**src/terminal_utf8_decoder_top_macros.svh**
```systemverilog
// assertion macros for the terminal utf8 decoder
// expects a clock named clock and a reset named reset in the using module
`ifndef TERMINAL_UTF8_DECODER_TOP_MACROS_SVH
`define TERMINAL_UTF8_DECODER_TOP_MACROS_SVH

// property that must hold at every edge outside reset
`define TU8_ASSERT(lbl, prop, msg) \
   lbl: assert property (@(posedge clock) disable iff (reset) (prop)) else $error(msg);

// implication checked at every edge outside reset
`define TU8_ASSERT_IMPL(lbl, ante, cons, msg) \
   lbl: assert property (@(posedge clock) disable iff (reset) (ante) |-> (cons)) \
      else $error(msg);

`endif

```
**src/tu8_pkg.sv**
```systemverilog
// shared types and codes for the terminal utf8 decoder
// no dependencies
package tu8_pkg;

   // parser modes
   typedef enum logic [1:0] {
      MODE_IDLE     = 2'd0,
      MODE_ESC_SEEN = 2'd1,
      MODE_ESC_SKIP = 2'd2,
      MODE_UTF8     = 2'd3
   } mode_type;

   // result kinds
   localparam logic [1:0] KIND_ASCII  = 2'd0;
   localparam logic [1:0] KIND_MULTI  = 2'd1;
   localparam logic [1:0] KIND_LATIN1 = 2'd2;
   localparam logic [1:0] KIND_ESCAPE = 2'd3;

   // byte codes
   localparam logic [7:0] BYTE_ESC     = 8'h1b;
   localparam logic [7:0] BYTE_BRACKET = 8'h5b;
   localparam logic [7:0] BYTE_LOWER_A = 8'h61;
   localparam logic [7:0] BYTE_LOWER_Z = 8'h7a;

   localparam int CP_WIDTH    = 21;
   localparam int MAX_RESULTS = 4;

   typedef struct packed {
      logic [CP_WIDTH-1:0] code_point;
      logic [1:0]          kind;
   } result_type;

   // all results caused by one input word
   typedef struct packed {
      logic [2:0]                       count;
      result_type [MAX_RESULTS-1:0]     item;
   } bundle_type;

   // outcome of decoding a byte in idle mode
   typedef struct packed {
      logic       emit;
      result_type res;
      mode_type   mode;
      logic [1:0] need;
   } fresh_type;

endpackage

```
**src/tu8_decode.sv**
```systemverilog
// parser state and per-word decode into a bundle of up to four results
// depends on tu8_pkg and the assertion macro header
`include "terminal_utf8_decoder_top_macros.svh"

module tu8_decode
   import tu8_pkg::*;
(
   input  logic       clock,
   input  logic       reset,
   input  logic       accept,
   input  logic [7:0] in_byte,
   input  logic       end_of_chunk,
   output bundle_type bundle
);

   mode_type   mode_ff, mode_in;
   logic [1:0] cnt_ff, cnt_in;
   logic [1:0] need_ff, need_in;
   logic [7:0] pend_ff [3];
   logic [7:0] pend_in [3];

   fresh_type  fresh;
   logic       is_cont;
   logic       complete;
   logic       is_lower;
   logic       cut_off;
   logic [CP_WIDTH-1:0] multi_cp;

   // decode of a byte seen with no sequence open
   function automatic fresh_type fresh_decode(input logic [7:0] b, input logic eoc);
      fresh_type f;
      f      = '0;
      f.mode = MODE_IDLE;
      if (b == BYTE_ESC) begin
         if (eoc) begin
            f.emit = 1'b1;
            f.res  = '{code_point: CP_WIDTH'(BYTE_ESC), kind: KIND_ASCII};
         end else begin
            f.mode = MODE_ESC_SEEN;
         end
      end else if (!b[7]) begin
         f.emit = 1'b1;
         f.res  = '{code_point: CP_WIDTH'(b), kind: KIND_ASCII};
      end else if (b[7:6] == 2'b11 && b < 8'hf8) begin
         if (eoc) begin
            f.emit = 1'b1;
            f.res  = '{code_point: CP_WIDTH'(b), kind: KIND_LATIN1};
         end else begin
            f.mode = MODE_UTF8;
            f.need = (b < 8'he0) ? 2'd1 : (b < 8'hf0) ? 2'd2 : 2'd3;
         end
      end else begin
         f.emit = 1'b1;
         f.res  = '{code_point: CP_WIDTH'(b), kind: KIND_LATIN1};
      end
      return f;
   endfunction

   assign fresh    = fresh_decode(in_byte, end_of_chunk);
   assign is_cont  = (in_byte[7:6] == 2'b10);
   assign complete = (cnt_ff >= need_ff);
   assign is_lower = (in_byte >= BYTE_LOWER_A) && (in_byte <= BYTE_LOWER_Z);
   assign cut_off  = end_of_chunk || (cnt_ff == 2'd3);

   // assembled codepoint for a completed sequence
   always_comb begin
      if (need_ff <= 2'd1) begin
         multi_cp = CP_WIDTH'({pend_ff[0][4:0], in_byte[5:0]});
      end else if (need_ff == 2'd2) begin
         multi_cp = CP_WIDTH'({pend_ff[0][3:0], pend_ff[1][5:0], in_byte[5:0]});
      end else begin
         multi_cp = {pend_ff[0][2:0], pend_ff[1][5:0], pend_ff[2][5:0], in_byte[5:0]};
      end
   end

   // next state
   always_comb begin
      mode_in = mode_ff;
      cnt_in  = cnt_ff;
      need_in = need_ff;
      pend_in = pend_ff;
      if (accept) begin
         unique case (mode_ff)
            MODE_IDLE: begin
               mode_in = fresh.mode;
               if (fresh.mode == MODE_UTF8) begin
                  pend_in[0] = in_byte;
                  cnt_in     = 2'd1;
                  need_in    = fresh.need;
               end
            end
            MODE_ESC_SEEN: begin
               if (in_byte == BYTE_BRACKET) begin
                  mode_in = end_of_chunk ? MODE_IDLE : MODE_ESC_SKIP;
               end else begin
                  mode_in = fresh.mode;
                  if (fresh.mode == MODE_UTF8) begin
                     pend_in[0] = in_byte;
                     cnt_in     = 2'd1;
                     need_in    = fresh.need;
                  end
               end
            end
            MODE_ESC_SKIP: begin
               if (is_lower || end_of_chunk) begin
                  mode_in = MODE_IDLE;
               end
            end
            MODE_UTF8: begin
               if (is_cont) begin
                  if (complete || cut_off) begin
                     mode_in = MODE_IDLE;
                     cnt_in  = 2'd0;
                     need_in = 2'd0;
                  end else begin
                     if (cnt_ff == 2'd1) begin
                        pend_in[1] = in_byte;
                     end else begin
                        pend_in[2] = in_byte;
                     end
                     cnt_in = cnt_ff + 2'd1;
                  end
               end else begin
                  // flush, then the breaking byte starts over
                  mode_in = fresh.mode;
                  cnt_in  = 2'd0;
                  need_in = 2'd0;
                  if (fresh.mode == MODE_UTF8) begin
                     pend_in[0] = in_byte;
                     cnt_in     = 2'd1;
                     need_in    = fresh.need;
                  end
               end
            end
            default: begin
               mode_in = MODE_IDLE;
            end
         endcase
      end
   end

   // result bundle for the current word
   always_comb begin : out_blk
      logic [2:0] n;
      logic       flush;
      n      = 3'd0;
      flush  = 1'b0;
      bundle = '0;
      unique case (mode_ff)
         MODE_IDLE: begin
            if (fresh.emit) begin
               bundle.item[n[1:0]] = fresh.res;
               n = n + 3'd1;
            end
         end
         MODE_ESC_SEEN: begin
            if (in_byte == BYTE_BRACKET) begin
               if (end_of_chunk) begin
                  bundle.item[n[1:0]] = '{code_point: '0, kind: KIND_ESCAPE};
                  n = n + 3'd1;
               end
            end else begin
               bundle.item[n[1:0]] = '{code_point: CP_WIDTH'(BYTE_ESC), kind: KIND_ASCII};
               n = n + 3'd1;
               if (fresh.emit) begin
                  bundle.item[n[1:0]] = fresh.res;
                  n = n + 3'd1;
               end
            end
         end
         MODE_ESC_SKIP: begin
            if (is_lower || end_of_chunk) begin
               bundle.item[n[1:0]] = '{code_point: '0, kind: KIND_ESCAPE};
               n = n + 3'd1;
            end
         end
         MODE_UTF8: begin
            if (is_cont) begin
               if (complete) begin
                  bundle.item[n[1:0]] = '{code_point: multi_cp, kind: KIND_MULTI};
                  n = n + 3'd1;
               end else if (cut_off) begin
                  flush = 1'b1;
               end
            end else begin
               flush = 1'b1;
            end
            // held bytes go out as latin-1 in order
            if (flush) begin
               for (int i = 0; i < 3; i++) begin
                  if (2'(i) < cnt_ff) begin
                     bundle.item[n[1:0]] = '{code_point: CP_WIDTH'(pend_ff[i]),
                                             kind: KIND_LATIN1};
                     n = n + 3'd1;
                  end
               end
               if (is_cont) begin
                  bundle.item[n[1:0]] = '{code_point: CP_WIDTH'(in_byte), kind: KIND_LATIN1};
                  n = n + 3'd1;
               end else if (fresh.emit) begin
                  bundle.item[n[1:0]] = fresh.res;
                  n = n + 3'd1;
               end
            end
         end
         default: begin
            n = 3'd0;
         end
      endcase
      bundle.count = n;
   end

   // control state
   always_ff @(posedge clock) begin
      if (reset) begin
         mode_ff <= MODE_IDLE;
         cnt_ff  <= 2'd0;
         need_ff <= 2'd0;
      end else begin
         mode_ff <= mode_in;
         cnt_ff  <= cnt_in;
         need_ff <= need_in;
      end
   end

   // held sequence bytes
   always_ff @(posedge clock) begin
      pend_ff <= pend_in;
   end

   `TU8_ASSERT_IMPL(a_no_hold_outside_utf8, mode_ff != MODE_UTF8, cnt_ff == 2'd0,
      "bytes held outside a utf8 sequence")
   `TU8_ASSERT_IMPL(a_hold_within_need, mode_ff == MODE_UTF8,
      (cnt_ff != 2'd0) && (cnt_ff <= need_ff), "held byte count out of range")
   `TU8_ASSERT(a_bundle_bound, bundle.count <= 3'd4, "more than four results for one word")

endmodule

```
**src/tu8_rsp_buf.sv**
```systemverilog
// result register that hands out one bundle entry per word on the result side
// depends on tu8_pkg and the assertion macro header
`include "terminal_utf8_decoder_top_macros.svh"

module tu8_rsp_buf
   import tu8_pkg::*;
(
   input  logic                clock,
   input  logic                reset,
   input  logic                load,
   input  bundle_type          bundle,
   output logic                can_load,
   output logic                rsp_valid,
   input  logic                rsp_stall,
   output logic [CP_WIDTH-1:0] rsp_code_point,
   output logic [1:0]          rsp_kind,
   output logic                rsp_last
);

   result_type item_ff [MAX_RESULTS];
   logic [2:0] remain_ff, remain_in;
   logic [1:0] head_ff, head_in;
   logic       take;

   assign rsp_valid      = (remain_ff != 3'd0);
   assign take           = rsp_valid && !rsp_stall;
   assign can_load       = (remain_ff == 3'd0) || ((remain_ff == 3'd1) && take);
   assign rsp_code_point = item_ff[head_ff].code_point;
   assign rsp_kind       = item_ff[head_ff].kind;
   assign rsp_last       = (remain_ff == 3'd1);

   // read pointer and fill count
   always_comb begin
      remain_in = remain_ff;
      head_in   = head_ff;
      if (load) begin
         remain_in = bundle.count;
         head_in   = 2'd0;
      end else if (take) begin
         remain_in = remain_ff - 3'd1;
         head_in   = head_ff + 2'd1;
      end
   end

   always_ff @(posedge clock) begin
      if (reset) begin
         remain_ff <= 3'd0;
         head_ff   <= 2'd0;
      end else begin
         remain_ff <= remain_in;
         head_ff   <= head_in;
      end
   end

   // result entries
   always_ff @(posedge clock) begin
      if (load) begin
         for (int i = 0; i < MAX_RESULTS; i++) begin
            item_ff[i] <= bundle.item[i];
         end
      end
   end

   `TU8_ASSERT(a_entries_in_range, ({2'b00, head_ff} + {1'b0, remain_ff}) <= 4'd4,
      "read pointer ran past the held results")
   `TU8_ASSERT_IMPL(a_load_when_drained, load,
      (remain_ff == 3'd0) || ((remain_ff == 3'd1) && !rsp_stall),
      "new bundle loaded over undelivered results")
   `TU8_ASSERT_IMPL(a_advance_on_take, take && !load && (remain_ff > 3'd1),
      ##1 (head_ff == $past(head_ff) + 2'd1), "read pointer did not advance")

endmodule

```
**src/terminal_utf8_decoder_top.sv**
```systemverilog
// top level of the terminal utf8 decoder
// depends on tu8_pkg, tu8_decode and tu8_rsp_buf
//
//   channel   direction   fields                            handshake
//   req_      in          in_byte[8], end_of_chunk[1]       req_valid / req_stall
//   rsp_      out         code_point[21], kind[2], last[1]  rsp_valid / rsp_stall
//
// a word is decoded in the cycle it is taken; its results appear on rsp_ in the following cycle
// a word giving n results holds rsp_ until all n are taken; req_ takes a new word in
//   the cycle the last leaves; unstalled, single-result bytes go at one word per cycle
// the result register and read pointer set the rate: one result per unstalled cycle
// a word that gives no result is taken and only updates the parser state
// synchronous active high reset returns the parser to idle and empties the results
module terminal_utf8_decoder_top
   import tu8_pkg::*;
(
   input  logic                clock,
   input  logic                reset,
   input  logic                req_valid,
   output logic                req_stall,
   input  logic [7:0]          req_in_byte,
   input  logic                req_end_of_chunk,
   output logic                rsp_valid,
   input  logic                rsp_stall,
   output logic [CP_WIDTH-1:0] rsp_code_point,
   output logic [1:0]          rsp_kind,
   output logic                rsp_last
);

   bundle_type bundle;
   logic       can_load;
   logic       accept;

   assign req_stall = !can_load;
   assign accept    = req_valid && can_load;

   // parser and per-word decode
   tu8_decode u_decode (
      .clock        (clock),
      .reset        (reset),
      .accept       (accept),
      .in_byte      (req_in_byte),
      .end_of_chunk (req_end_of_chunk),
      .bundle       (bundle)
   );

   // result register and serializer
   tu8_rsp_buf u_rsp_buf (
      .clock          (clock),
      .reset          (reset),
      .load           (accept),
      .bundle         (bundle),
      .can_load       (can_load),
      .rsp_valid      (rsp_valid),
      .rsp_stall      (rsp_stall),
      .rsp_code_point (rsp_code_point),
      .rsp_kind       (rsp_kind),
      .rsp_last       (rsp_last)
   );

endmodule

```
**config.mk**
```make
export PLATFORM = sky130hd
export DESIGN_NAME = terminal_utf8_decoder_top
export DESIGN_NICKNAME = d
export VERILOG_FILES = /design/src/tu8_pkg.sv /design/src/tu8_decode.sv /design/src/tu8_rsp_buf.sv /design/src/terminal_utf8_decoder_top.sv
export VERILOG_INCLUDE_DIRS = /design/src /design/src/src
export SDC_FILE = /design/constraint.sdc
export NUM_CORES = 1
export LEC_CHECK = 0
export BUFFER_PORTS_ARGS = -buffer_cell sky130_fd_sc_hd__buf_2
export CAP_MARGIN = 40
export CORE_ASPECT_RATIO = 2
export CORE_MARGIN = 5
export CORE_UTILIZATION = 41
export DETAILED_ROUTE_END_ITERATION = 8
export PLACE_DENSITY = 0.65
export SYNTH_ARGS = -nofsm -noshare
export SYNTH_HDL_FRONTEND = slang
export SYNTH_SLANG_ARGS = --single-unit
```
**constraint.sdc**
```tcl
create_clock -name clock -period 8.29 [get_ports clock]
set_clock_uncertainty 0.2 [all_clocks]
set_input_delay 0.829 -clock clock [delete_from_list [all_inputs] [get_ports clock]]
set_output_delay 0.829 -clock clock [all_outputs]
set_load 0.02 [all_outputs]
```
==> reports/results.ini <==
[synth]
synth-seq-area-share=0.440
synth.area.mux_share=0.0696
synth_top_area_cell=edfxtp_1
yosys.area_share.simple=0.191
synth_top_area_share=0.394
synth_cells=540
synth_edf_count=74
synth_nets=571
synth_top_family_by_area=compound AO/OA/AOI/OAI gates
ys_warn_count=0
synth_seq_cells=87
syn-mean-instance-area_um2=10.4
syn_area_um2=5640
synth_fa_ha_area_frac=0.0399
synth_xor_area_frac=0.00931
synth.distinct_cells=87
synth_area_leaders=edfxtp_1, dfxtp_1, ha_1, nor2_1, mux4_2
synth_ff_type=edfxtp_1
synth_async_sr_flop_share=0
synth_compound_area_frac=0.200

[setup_path]
crit_path_end_kind=register
crit_slowest_cell=dfxtp_1
cp_common_cell=ha_1
cp.required_ns=8.18
path_cells=ha_1, nor3b_2, nor3_4, inv_2, ha_1, xnor2_1, ha_1, nand2_1, o31ai_1, inv_1, ha_1, o21ai_0, or3_1, o311a_1, a211o_1
crit_type=reg -> reg
critPathArrivalTime_ns=5.16
worst_setup_path_start_kind=register
cp_max_fo=17
slowest_delay_ns=0.81

[timing]
report.final.slew_viol_count=0
maxSlewHeadroom=0.424
worst_pin_slew_ns=0.861
finalSetupViolCount=0
finalHoldViolCount=0
period_share=0.636
rsz0062_at_grt=false
fin_setup_tns_ns=0
finalCriticalPeriod_ns=5.27
fmax_mhz=190

[cts]
clockBufferDepth=2
path_clk_slew_ns=0.07
numCtsBuffers=9
htreeDepth=3
cts_root_buffer=clkbuf_16
cts_tree=built
clock_sinks=87
cts_setup_buffers=0
cts-resized-gates=0
clk_latency_ns=0.34
cts_hold_buf=0

[run]
max-cap-violations=0

[global_routing]
antenna_found_initial=0
grt_usage=0.241
grt_pass1_wl_um=29000
grt_pass1_vias=4654
grt_overflow=0
grt_max_degree=54

[routing]
drtPass1Iterations=6
viasPerCell=6.63
wl_met2_um=10200
wl_um=19300
drcViolationCount=0
drt_iter0_markers=450
wirelength_met1_um=6630
vias=4743
routed.top_layer=met4
ant_nets=0
wl_per_cell_um=27.0
wl_met3_um=792

[floorplanning]
die-width_um=92.9
core.rowCount=60
core_area_um2=13500
io_pins=39
chipHeight_um=176
die-area_um2=16300
initial_core_util=0.418

[final_layout]
final_net_count=586
layout-drive-gt1-share=0.171
final_cell_mix=edfxtp_1, nor2_1, buf_2, nand2_1, inv_1
final_cell_area_um2=6180
syn_to_final_growth_pct=9.63
layout_commonest_cell=edfxtp_1
diodes=0

[placement]
placed_area_um2=5890
place_congestion=1.03
dp_hpwl_um=14500
numPortBuffers=38

[outcome]
status=completed

[power_and_ir_drop]
p_per_area_nw_per_um2=247
p_leak_nw=2.22
peakVddDrop_uv=152

[min_path]
hp-class=reg -> reg

[critical path: cells and delay by family (launching register included)]
| family | cells | cell delay, ns |
|---|---|---|
| adders and majority gates | 4 | 1.25 |
| and+or+nand+nor | 4 | 1.13 |
| DFF | 1 | 0.81 |
| AOI/OAI and AO/OA | 4 | 0.78 |
| buffers and inverters | 2 | 0.44 |
| xor gates and xnor gates | 1 | 0.38 |
[per-layer routing]
metal / global-route usage / vias to the layer above
li1: - / 2109
met1: 0.247 / 2336
met2: 0.428 / 219
met3: 0.0321 / 79
met4: 0.188 / 0
met5: 0 / -
[cells by family after synthesis]
family,count (synthesis)
adders and majority gates,18
DFF,87
buffers and inverters,64
and+or+nand+nor,191
xor gates and xnor gates,6
muxes,28
AOI/OAI and AO/OA,146
[flip-flops by register name (all words and copies together) (netlist names), named ones only]
signal / count
u_rsp_buf.item_ff: 50
u_decode.cnt_ff: 2
u_decode.pend_ff: 24
u_decode.mode_ff: 2
u_decode.need_ff: 2
u_rsp_buf.remain_ff: 3
u_rsp_buf.head_ff: 2
[cell type report]
cell class,count,area [um2]
repair buffers,45,246
fillers,1299,7330
well taps,155,194
clock inverters,6,67.6
inverters,23,86.3
clock buffers,10,229
flip-flops and latches,87,2480
multi-input cells,389,2880
[power by group]
| part | leakage (nW) | internal (mW) | switching (mW) |
|---|---|---|---|
| Sequential | 0.816 | 0.586 | 0.0428 |
| Clock | 0.139 | 0.236 | 0.181 |
| Combinational | 1.26 | 0.169 | 0.310 |
[synth_stat cells, types with 3 or more instances]
cell and number:
ha_1 18, a211oi_1 8, o31ai_1 5, buf_2 13, mux4_2 9, o21ai_0 18, clkbuf_1 18, and2_1 20
a221o_1 3, nand2b_1 5, dfxtp_1 13, edfxtp_1 74, buf_4 4, a22o_1 6, a221oi_1 10, and3_1 9
xnor2_1 4, nor3_1 16, nand3_1 13, inv_1 21, buf_1 4, a41oi_1 3, mux2i_1 19, nand4_1 4
a222oi_1 7, or2_2 3, nor2b_1 8, o22ai_1 3, a32o_1 3, o211ai_1 3, a22oi_1 6, nand2_1 30
a21oi_1 17, a31oi_1 14, a21o_1 5, o21ai_1 3, nor2_1 58
[through the flow]
stage          setup slack, ns  total power [mW]  hold WS, ns   util  instances
6_report                  3.02              1.53        0.365  0.458        715
5_1_grt                   2.77              1.59        0.385  0.458        715
4_1_cts                   3.13              1.53        0.366  0.458        715
3_5_place_dp              2.99              1.12        0.349  0.436        699
3_3_place_gp              3.11              1.11        0.344  0.434        697
2_1_floorplan             3.84             0.961        0.324      -        540
[worst paths after layout]
kind | from | to | slack, ns | cells past startpoint
max | u_decode.need_ff[0]$_SDFFE_PP0P_ | u_rsp_buf.item_ff[0][1]$_DFFE_PP_ | 3.02 | 15
min | u_rsp_buf.head_ff[1]$_SDFFE_PP0P_ | u_rsp_buf.head_ff[1]$_SDFFE_PP0P_ | 0.37 | 2
max reg2reg | u_decode.need_ff[0]$_SDFFE_PP0P_ | u_rsp_buf.item_ff[0][1]$_DFFE_PP_ | 3.02 | 15
min reg2reg | u_rsp_buf.head_ff[1]$_SDFFE_PP0P_ | u_rsp_buf.head_ff[1]$_SDFFE_PP0P_ | 0.37 | 2
(Power assumes the default switching activity.)
